--- src/sv/tlbpt_pkg.sv ---
// Shared widths and constants for the TLB page translation block.
// Used by the channel interfaces and by the top level; depends on nothing.
package tlbpt_pkg;

  localparam int VA_WIDTH    = 16;  // virtual and physical address width
  localparam int FRAME_WIDTH = 8;   // physical frame number width
  localparam int COUNT_WIDTH = 16;  // saturating hit and fault totals
  localparam int FREE_WIDTH  = 9;   // next-free-frame counter, wraps modulo 512

  // Fixed-point shift of the reciprocal used to reduce the page number
  // modulo the page table size. It is exact for page numbers below 4096.
  localparam int RECIP_SHIFT = 24;

endpackage

--- src/sv/tlbpt_if.sv ---
// Valid/ready channel interfaces for the TLB page translation block.
// Depends on tlbpt_pkg for the payload widths.

interface tlbpt_va_if;
  logic                             valid;
  logic                             ready;
  logic [tlbpt_pkg::VA_WIDTH-1:0]   virtual_address;

  modport source (output valid, output virtual_address, input ready);
  modport sink   (input valid, input virtual_address, output ready);
endinterface

interface tlbpt_pa_if;
  logic                              valid;
  logic                              ready;
  logic [tlbpt_pkg::VA_WIDTH-1:0]    physical_address;
  logic [tlbpt_pkg::FRAME_WIDTH-1:0] frame_number;
  logic                              tlb_hit;
  logic                              page_fault;
  logic [tlbpt_pkg::COUNT_WIDTH-1:0] hit_total;
  logic [tlbpt_pkg::COUNT_WIDTH-1:0] fault_total;

  modport source (output valid, output physical_address, output frame_number,
                  output tlb_hit, output page_fault, output hit_total,
                  output fault_total, input ready);
  modport sink   (input valid, input physical_address, input frame_number,
                  input tlb_hit, input page_fault, input hit_total,
                  input fault_total, output ready);
endinterface

--- src/sv/tlbpt_ram.sv ---
// Generic single-write, single-read RAM with a registered read port.
// Stand-alone; holds the page table of the TLB page translation block.
module tlbpt_ram #(
  parameter int WIDTH = 9,
  parameter int DEPTH = 256
) (
  input  logic                     clk,
  input  logic                     we,
  input  logic [$clog2(DEPTH)-1:0] waddr,
  input  logic [WIDTH-1:0]         wdata,
  input  logic                     re,
  input  logic [$clog2(DEPTH)-1:0] raddr,
  output logic [WIDTH-1:0]         rdata
);

  logic [WIDTH-1:0] mem [DEPTH];

  always_ff @(posedge clk) begin
    if (we) begin
      mem[waddr] <= wdata;
    end
    if (re) begin
      rdata <= mem[raddr];
    end
  end

endmodule

--- src/sv/tlb_page_translate_core.sv ---
// Top level of the TLB page translation block: fully associative TLB in
// flip-flops, page table in tlbpt_ram. Depends on tlbpt_pkg, tlbpt_if and tlbpt_ram.
//
//   Channel  Dir  Payload                                          Transaction
//   vaddr    in   virtual_address                                  valid & ready
//   result   out  physical_address, frame_number, tlb_hit,         valid & ready
//                 page_fault, hit_total, fault_total
//
// One address is taken per cycle while result does not stall and no clearing
// pass runs; it passes through stage A (page reduction), stage B (page table
// read and TLB lookup) and the result register. After reset a clearing pass
// writes every page table entry, one per cycle, and vaddr.ready stays low until the pass ends.
// A stall on result backs up through the two internal stages; the stages keep
// filling until both are occupied, then vaddr.ready drops.
module tlb_page_translate_core #(
  parameter int TLB_ENTRIES  = 16,
  parameter int PAGE_COUNT   = 256,
  parameter int OFFSET_WIDTH = 8
) (
  input logic        clk,
  input logic        rst,
  tlbpt_va_if.sink   vaddr,
  tlbpt_pa_if.source result
);

  localparam int VA_W    = tlbpt_pkg::VA_WIDTH;
  localparam int FR_W    = tlbpt_pkg::FRAME_WIDTH;
  localparam int CNT_W   = tlbpt_pkg::COUNT_WIDTH;
  localparam int FREE_W  = tlbpt_pkg::FREE_WIDTH;
  localparam int SHIFT   = tlbpt_pkg::RECIP_SHIFT;
  localparam int PAGE_W  = $clog2(PAGE_COUNT);
  localparam int SLOT_W  = $clog2(TLB_ENTRIES);
  localparam int PX_W    = VA_W - OFFSET_WIDTH + 1;
  localparam int PROD_W  = PX_W + SHIFT + 1;
  localparam int MAP_W   = FR_W + 1;
  localparam longint RECIP = ((64'd1 << SHIFT) + PAGE_COUNT - 1) / PAGE_COUNT;
  localparam logic [VA_W-1:0] OFF_MASK = VA_W'((64'd1 << OFFSET_WIDTH) - 64'd1);

  // Page table clearing pass
  logic              clearing;
  logic [PAGE_W-1:0] clr_idx;

  // Input side: quotient of the page number by PAGE_COUNT
  logic [PX_W-1:0]   in_px;
  logic [PROD_W-1:0] in_prod;
  logic [PX_W-1:0]   in_quot;
  logic              in_fire;

  // Stage A: remainder, page table read address
  logic              a_valid;
  logic [VA_W-1:0]   a_va;
  logic [PX_W-1:0]   a_quot;
  logic [PX_W-1:0]   a_px;
  logic [PX_W-1:0]   a_rem;
  logic [PAGE_W-1:0] a_page;
  logic              a_adv;
  logic              a_free;

  // Stage B: TLB lookup and state update
  logic              b_valid;
  logic [VA_W-1:0]   b_va;
  logic [PAGE_W-1:0] b_page;
  logic              b_adv;
  logic              b_free;
  logic [MAP_W-1:0]  map_rdata;
  logic              map_known;
  logic              hit;
  logic [FR_W-1:0]   hit_frame;
  logic              fault;
  logic [FR_W-1:0]   frame;
  logic [VA_W-1:0]   pa;

  // TLB and running state
  logic [PAGE_W-1:0] tlb_tag   [TLB_ENTRIES];
  logic [FR_W-1:0]   tlb_frame [TLB_ENTRIES];
  logic [TLB_ENTRIES-1:0] tlb_valid;
  logic [SLOT_W-1:0] fill_slot;
  logic [SLOT_W-1:0] fill_slot_next;
  logic [FREE_W-1:0] next_free;
  logic [CNT_W-1:0]  hit_cnt;
  logic [CNT_W-1:0]  hit_cnt_next;
  logic [CNT_W-1:0]  fault_cnt;
  logic [CNT_W-1:0]  fault_cnt_next;

  // Result register
  logic              o_valid;
  logic [VA_W-1:0]   o_pa;
  logic [FR_W-1:0]   o_frame;
  logic              o_hit;
  logic              o_fault;

  // Page table write port
  logic              map_we;
  logic [PAGE_W-1:0] map_waddr;
  logic [MAP_W-1:0]  map_wdata;

  // Handshake chain
  assign b_adv  = b_valid && (!o_valid || result.ready);
  assign b_free = !b_valid || b_adv;
  assign a_adv  = a_valid && b_free;
  assign a_free = !a_valid || a_adv;
  assign vaddr.ready = !clearing && a_free;
  assign in_fire = vaddr.valid && vaddr.ready;

  // The page number is reduced modulo PAGE_COUNT with an exact reciprocal
  // multiply here and one constant multiply and subtract in stage A.
  assign in_px   = PX_W'(vaddr.virtual_address >> OFFSET_WIDTH);
  assign in_prod = PROD_W'(in_px) * PROD_W'(RECIP);
  assign in_quot = in_prod[SHIFT +: PX_W];

  assign a_px   = PX_W'(a_va >> OFFSET_WIDTH);
  assign a_rem  = a_px - PX_W'(32'(a_quot) * PAGE_COUNT);
  assign a_page = PAGE_W'(a_rem);

  // Lowest-numbered valid match wins.
  always_comb begin
    hit       = 1'b0;
    hit_frame = '0;
    for (int i = TLB_ENTRIES - 1; i >= 0; i--) begin
      if (tlb_valid[i] && tlb_tag[i] == b_page) begin
        hit       = 1'b1;
        hit_frame = tlb_frame[i];
      end
    end
  end

  // The page table read for an item can coincide with the write by the item
  // ahead of it. Only a TLB miss looks at the read data, and a page just
  // written is also the newest TLB entry, so that case always hits.
  assign map_known = map_rdata[FR_W];
  assign fault     = !hit && !map_known;
  assign frame     = hit ? hit_frame :
                     map_known ? map_rdata[FR_W-1:0] : next_free[FR_W-1:0];
  assign pa = VA_W'((32'(frame) << OFFSET_WIDTH) | 32'(b_va & OFF_MASK));

  assign hit_cnt_next   = (hit && hit_cnt != '1) ? hit_cnt + 1'b1 : hit_cnt;
  assign fault_cnt_next = (fault && fault_cnt != '1) ? fault_cnt + 1'b1 : fault_cnt;
  assign fill_slot_next = (fill_slot == SLOT_W'(TLB_ENTRIES - 1)) ? '0
                                                                    : fill_slot + 1'b1;

  assign map_we    = clearing || (b_adv && fault);
  assign map_waddr = clearing ? clr_idx : b_page;
  assign map_wdata = clearing ? '0 : {1'b1, frame};

  tlbpt_ram #(
    .WIDTH (MAP_W),
    .DEPTH (PAGE_COUNT)
  ) u_map (
    .clk   (clk),
    .we    (map_we),
    .waddr (map_waddr),
    .wdata (map_wdata),
    .re    (a_adv),
    .raddr (a_page),
    .rdata (map_rdata)
  );

  always_ff @(posedge clk) begin
    if (rst) begin
      clearing  <= 1'b1;
      clr_idx   <= '0;
      a_valid   <= 1'b0;
      b_valid   <= 1'b0;
      o_valid   <= 1'b0;
      tlb_valid <= '0;
      fill_slot <= '0;
      next_free <= '0;
      hit_cnt   <= '0;
      fault_cnt <= '0;
    end else begin
      if (clearing) begin
        clr_idx <= clr_idx + 1'b1;
        if (clr_idx == PAGE_W'(PAGE_COUNT - 1)) begin
          clearing <= 1'b0;
        end
      end
      if (a_free) begin
        a_valid <= in_fire;
      end
      if (b_free) begin
        b_valid <= a_adv;
      end
      if (b_adv) begin
        o_valid <= 1'b1;
      end else if (result.ready) begin
        o_valid <= 1'b0;
      end
      if (b_adv) begin
        hit_cnt   <= hit_cnt_next;
        fault_cnt <= fault_cnt_next;
        if (fault) begin
          next_free <= next_free + 1'b1;
        end
        if (!hit) begin
          tlb_valid[fill_slot] <= 1'b1;
          fill_slot            <= fill_slot_next;
        end
      end
    end
  end

  always_ff @(posedge clk) begin
    if (in_fire) begin
      a_va   <= vaddr.virtual_address;
      a_quot <= in_quot;
    end
    if (a_adv) begin
      b_va   <= a_va;
      b_page <= a_page;
    end
    if (b_adv) begin
      o_pa    <= pa;
      o_frame <= frame;
      o_hit   <= hit;
      o_fault <= fault;
      if (!hit) begin
        tlb_tag[fill_slot]   <= b_page;
        tlb_frame[fill_slot] <= frame;
      end
    end
  end

  assign result.valid            = o_valid;
  assign result.physical_address = o_pa;
  assign result.frame_number     = o_frame;
  assign result.tlb_hit          = o_hit;
  assign result.page_fault       = o_fault;
  assign result.hit_total        = hit_cnt;
  assign result.fault_total      = fault_cnt;

  // A miss leaves the slot it filled valid.
  a_fill_valid: assert property (@(posedge clk) disable iff (rst)
    b_adv && !hit |=> tlb_valid[$past(fill_slot)])
    else $error("TLB slot not valid after fill");

  // Each fault hands out exactly one new frame.
  a_free_step: assert property (@(posedge clk) disable iff (rst)
    b_adv && fault |=> next_free == $past(next_free) + 1'b1)
    else $error("free frame counter did not advance on fault");

  // A result is never both a TLB hit and a fault.
  a_hit_fault: assert property (@(posedge clk) disable iff (rst)
    o_valid |-> !(o_hit && o_fault))
    else $error("result flagged as both hit and fault");

  // The totals never go backwards outside reset.
  a_totals_mono: assert property (@(posedge clk) disable iff (rst)
    !$past(rst) |-> hit_cnt >= $past(hit_cnt) && fault_cnt >= $past(fault_cnt))
    else $error("running total decreased");

  // No work is in flight while the page table is being cleared.
  a_clear_idle: assert property (@(posedge clk) disable iff (rst)
    clearing |-> !a_valid && !b_valid && !o_valid)
    else $error("item in flight during page table clearing");

endmodule
--- src/flat_wrapper.sv ---
// flat-port wrapper written by rule: the top's interface ports become plain ports
module tlb_page_translate_core_flat 
#(
  parameter int TLB_ENTRIES  = 16,
  parameter int PAGE_COUNT   = 256,
  parameter int OFFSET_WIDTH = 8
)
  (clk, rst, vaddr_valid, vaddr_virtual_address, vaddr_ready, result_valid, result_physical_address, result_frame_number, result_tlb_hit, result_page_fault, result_hit_total, result_fault_total, result_ready);
  tlbpt_va_if vaddr_i ();
  tlbpt_pa_if result_i ();
  input logic clk;
  input logic rst;
  input wire logic [$bits(vaddr_i.valid)-1:0] vaddr_valid;
  input wire logic [$bits(vaddr_i.virtual_address)-1:0] vaddr_virtual_address;
  output wire logic [$bits(vaddr_i.ready)-1:0] vaddr_ready;
  output wire logic [$bits(result_i.valid)-1:0] result_valid;
  output wire logic [$bits(result_i.physical_address)-1:0] result_physical_address;
  output wire logic [$bits(result_i.frame_number)-1:0] result_frame_number;
  output wire logic [$bits(result_i.tlb_hit)-1:0] result_tlb_hit;
  output wire logic [$bits(result_i.page_fault)-1:0] result_page_fault;
  output wire logic [$bits(result_i.hit_total)-1:0] result_hit_total;
  output wire logic [$bits(result_i.fault_total)-1:0] result_fault_total;
  input wire logic [$bits(result_i.ready)-1:0] result_ready;
  assign vaddr_i.valid = vaddr_valid;
  assign vaddr_i.virtual_address = vaddr_virtual_address;
  assign vaddr_ready = vaddr_i.ready;
  assign result_valid = result_i.valid;
  assign result_physical_address = result_i.physical_address;
  assign result_frame_number = result_i.frame_number;
  assign result_tlb_hit = result_i.tlb_hit;
  assign result_page_fault = result_i.page_fault;
  assign result_hit_total = result_i.hit_total;
  assign result_fault_total = result_i.fault_total;
  assign result_i.ready = result_ready;
  tlb_page_translate_core #(.TLB_ENTRIES(TLB_ENTRIES), .PAGE_COUNT(PAGE_COUNT), .OFFSET_WIDTH(OFFSET_WIDTH)) u_core (.clk(clk), .rst(rst), .vaddr(vaddr_i), .result(result_i));
endmodule
--- config.mk ---
export PLATFORM = sky130hd
export DESIGN_NAME = tlb_page_translate_core_flat
export DESIGN_NICKNAME = d
export VERILOG_FILES = /design/src/sv/tlbpt_pkg.sv /design/src/sv/tlbpt_if.sv /design/src/sv/tlbpt_ram.sv /design/src/sv/tlb_page_translate_core.sv /design/src/flat_wrapper.sv
export SDC_FILE = /design/constraint.sdc
export NUM_CORES = 2
export LEC_CHECK = 0
export ABC_AREA = 1
export BUFFER_PORTS_ARGS = -buffer_cell sky130_fd_sc_hd__buf_4
export CORE_ASPECT_RATIO = 1.5
export CORE_UTILIZATION = 35
export DETAILED_ROUTE_END_ITERATION = 8
export SETUP_SLACK_MARGIN = 0.1
export SKIP_LAST_GASP = 1
export SLEW_MARGIN = 30
export SYNTH_ARGS = -nofsm -noshare
export SYNTH_HDL_FRONTEND = slang
export SYNTH_HIERARCHICAL = 1
export SYNTH_SLANG_ARGS = --single-unit
--- constraint.sdc ---
create_clock -name clk -period 10.8 [get_ports clk]
set_input_delay 1.62 -clock clk [delete_from_list [all_inputs] [get_ports clk]]
set_output_delay 1.62 -clock clk [all_outputs]
set_load 0.05 [all_outputs]
==> flow_summary.json <==
{
  "drtIter0Drc": 6995,
  "worst_hold_path_type": "flip-flop to flip-flop",
  "clk_pin_slew_ps": 70,
  "syn-num-nets": 9452,
  "place_congestion": 0.896,
  "fin_nets": 9309,
  "dieArea_um2": 317000,
  "yosysWarnings": 6,
  "dieWidth_um": 460,
  "wl_per_cell_um": 22.2,
  "endpoint": "u_core/u_map/mem[145][5]$_DFFE_PP_",
  "num_vias": 71300,
  "finalWirelength_um": 303000,
  "grt_use_total": 0.187,
  "clk_latency_ps": 950,
  "postCtsSetupRepairBufs": 0,
  "die_h_um": 689,
  "internal-power_uw": 15900,
  "postCtsHoldBufs": 0,
  "numCtsBuffers": 237,
  "dp_hpwl_um": 175000,
  "clock_skew_ps": 91.3,
  "power_uw": 19800,
  "ys_seq_area_frac": 0.726,
  "synth_mux_area_frac": 0,
  "rr_worst_depth": 12,
  "rsz0062_at_grt": "no",
  "cp-end-kind": "flip-flop",
  "start_util": 0.351,
  "viasPerCell": 5.22,
  "synth_xor_area_frac": 0.00350,
  "final_area_um2": 122000,
  "relSlewSlack": 0.230,
  "synth_top_family_by_area": "simple AND/OR/NAND/NOR gates",
  "avgSynthCellArea_um2": 11.7,
  "dr.pass1.iters": 8,
  "p_clk_frac": 0.425,
  "cts_sinks": 2691,
  "p_seq_frac": 0.571,
  "rows": 252,
  "drc_errors": 0,
  "grt_pass1_vias": 69600,
  "synth_top_flop_cell": "edfxtp_1",
  "cp.required_ps": 11340,
  "htreeDepth": 4,
  "report.final.slew_viol_count": 0,
  "swShare": 0.196,
  "period_minus_slack_ps": 5880,
  "syn_to_final_growth_pct": 10.8,
  "synth_edf_count": 2619,
  "cts_root_buf": "clkbuf_16",
  "grt_pass1_wl_um": 448000,
  "setup_tns_ps": 0,
  "place_area_um2": 115000,
  "grt_max_degree": 222,
  "cp-startpoint": "u_core/b_page[5]$_DFFE_PP_",
  "n_fill_cell": 29600,
  "grt-ovfl-total": 0,
  "period_share": 0.545,
  "netlist-cell-type-count": 64,
  "core_um2": 314000,
  "max_freq_mhz": 170,
  "power.leakage_uw": 0.0424,
  "ant_nets": 0,
  "max-vdd-ir-drop_v": 0.000149,
  "tightest_slew_ps": 1150,
  "clock_path_buffers": 4,
  "synthAdderAreaFrac": 0.000908,
  "multi_input_area_um2": 26700,
  "synthArstFlopShare": 0,
  "power.density_nw_per_um2": 162,
  "crit_fanout": 32,
  "cp_data_arrival_time_ps": 6420,
  "ff2ff_setup_slack_ps": 4920,
  "p_comb_frac": 0.004,
  "rr_startpoint": "u_core/b_page[5]$_DFFE_PP_",
  "status": "finished clean",
  "synthCells": 9424,
  "synth-compound-area-share": 0.00966,
  "antenna_found_initial": 1,
  "setup_violations": 0,
  "crit_type": "flip-flop to flip-flop",
  "finalHoldViolations": 0,
  "min_path_cells": 0,
  "maxCapViolCount": 0,
  "port_buffers": 79,
  "synthesis.area_um2": 110000,
  "ys_seq_elements": 2691,
  "drive_gt1_frac": 0.0694,
  "cts_tree": "done",
  "postLayoutCoreUtil": 0.389,
  "regArea_um2": 80100,
  "rr_endpoint": "u_core/u_map/mem[145][5]$_DFFE_PP_",
  "p_sw_uw": 3870,
  "cts_resized": 0,
  "synthSimpleGateAreaFrac": 0.226,
  "ios": 80,
  "worst_setup_path_start_kind": "flip-flop"
}
## how the worst min path moves through the flow
stage,slack [ps],from,endpoint
2_1_floorplan,400,u_core/a_va[0]$_DFFE_PP_,u_core/b_va[0]$_DFFE_PP_
3_3_place_gp,400,u_core/b_va[1]$_DFFE_PP_,u_core/result.physical_address[1]$_DFFE_PP_
3_5_place_dp,410,u_core/a_va[7]$_DFFE_PP_,u_core/b_va[7]$_DFFE_PP_
4_1_cts,420,u_core/a_va[4]$_DFFE_PP_,u_core/b_va[4]$_DFFE_PP_
5_1_grt,430,u_core/a_va[4]$_DFFE_PP_,u_core/b_va[4]$_DFFE_PP_
6_report,420,u_core/a_va[4]$_DFFE_PP_,u_core/b_va[4]$_DFFE_PP_
## power by group through the flow
stage          clock network [µW]  logic (µW)  registers [µW]
3_5_place_dp                    0        73.6           11500
3_3_place_gp                    0        72.8           11500
2_1_floorplan                   0        26.9           11500
6_report                     8400        75.7           11300
4_1_cts                      8570        73.7           11300
5_1_grt                      8890        75.9           11300
## flip-flops by register name, summed over array words and instances, names as in the netlist, 16 cells and up
name and count:
u_core/u_map/mem 2304, u_core/tlb_frame 128, u_core/tlb_tag 128, u_core/a_va 16, u_core/result.fault_total 16, u_core/result.hit_total 16
u_core/result.physical_address 16, u_core/tlb_valid 16
## layout by cell type (no fill, tap or decap), types with 33 or more instances in the layout
| cell type | instances |
|---|---|
| edfxtp_1 | 2619 |
| clkbuf_16 | 239 |
| nor2_2 | 33 |
| clkinv_1 | 60 |
| nand3_1 | 2327 |
| clkinv_2 | 52 |
| a21oi_1 | 67 |
| nand2_1 | 2762 |
| nor3_1 | 36 |
| inv_1 | 169 |
| dfxtp_1 | 71 |
| clkbuf_1 | 37 |
| nor2_1 | 432 |
| buf_4 | 181 |
| o21ai_0 | 49 |
## cell families (layout without fill, tap and decap cells)
family | count (synthesis) | in the layout
AOI/OAI and AO/OA | 181 | 181
xor gates and xnor gates | 44 | 44
adders and majority gates | 8 | 8
buffers and inverters | 782 | 829
DFF | 2691 | 2691
other | 0 | 1
and+or+nand+nor | 5718 | 5718
## through the flow
step	hold WS, ps	setup WS [ps]	std cells
2_1_floorplan	400	108	9424
3_3_place_gp	403	4850	13200
3_5_place_dp	405	4960	13200
4_1_cts	421	4920	13700
5_1_grt	427	4550	13700
6_report	420	4920	13700
## synth_stat cells, types with 4 or more instances
master,count,area (µm²)
nand2_1,2762,10400
or2_1,10,62.6
o2111ai_1,10,87.6
xor2_1,26,228
a21boi_0,5,37.5
inv_1,172,646
nor2_1,467,1750
a21oi_1,74,370
and3_1,5,31.3
dfxtp_1,72,1440
nor4_1,17,106
o21ai_1,8,40.0
nand2_4,4,45.0
nand3_1,2327,11600
clkinv_1,5,18.8
nand4_1,24,150
nor3b_1,11,82.6
buf_4,40,300
edfxtp_1,2619,78600
xnor2_1,18,158
o21ai_0,52,260
ha_1,8,100
or2_2,20,125
nor3_1,36,180
nand2_2,4,25.0
buf_2,336,1680
o211ai_1,9,67.6
buf_1,56,210
inv_2,14,52.6
or2_0,7,43.8
buf_6,24,270
o22ai_1,6,37.5
clkbuf_1,130,488
## metal layers
layer / global-route usage / part of all wire / wire (µm) / up-vias
met5: 0 / 0 / 0 / -
met4: 0.109 / 0.060 / 18300 / 0
met3: 0.0206 / 0.054 / 16200 / 624
met2: 0.333 / 0.52 / 156000 / 2460
met1: 0.216 / 0.37 / 112000 / 35300
li1: - / - / - / 32900
## cell type report
cell class | instances | area share
sequential | 2691 | 0.656
multi-input combinational | 5951 | 0.218
clock buffer | 276 | 0.0501
tap | 4191 | 0.0429
timing repair buffer | 204 | 0.0149
clock inverter | 153 | 0.0114
inverter | 196 | 0.00657
antenna | 1 | 0.0000205
## worst max-delay path: stages (launching register included)
cell	delay, ps
edfxtp_1	860
inv_2	480
o21ai_0	280
nor4_1	90
nand2_1	240
nand3_1	300
nor4_2	310
nand2_4	210
nor2_4	140
nand2_2	170
nand2_1	560
nand3_1	860
nor2_1	980
(Power assumes the default switching activity.)
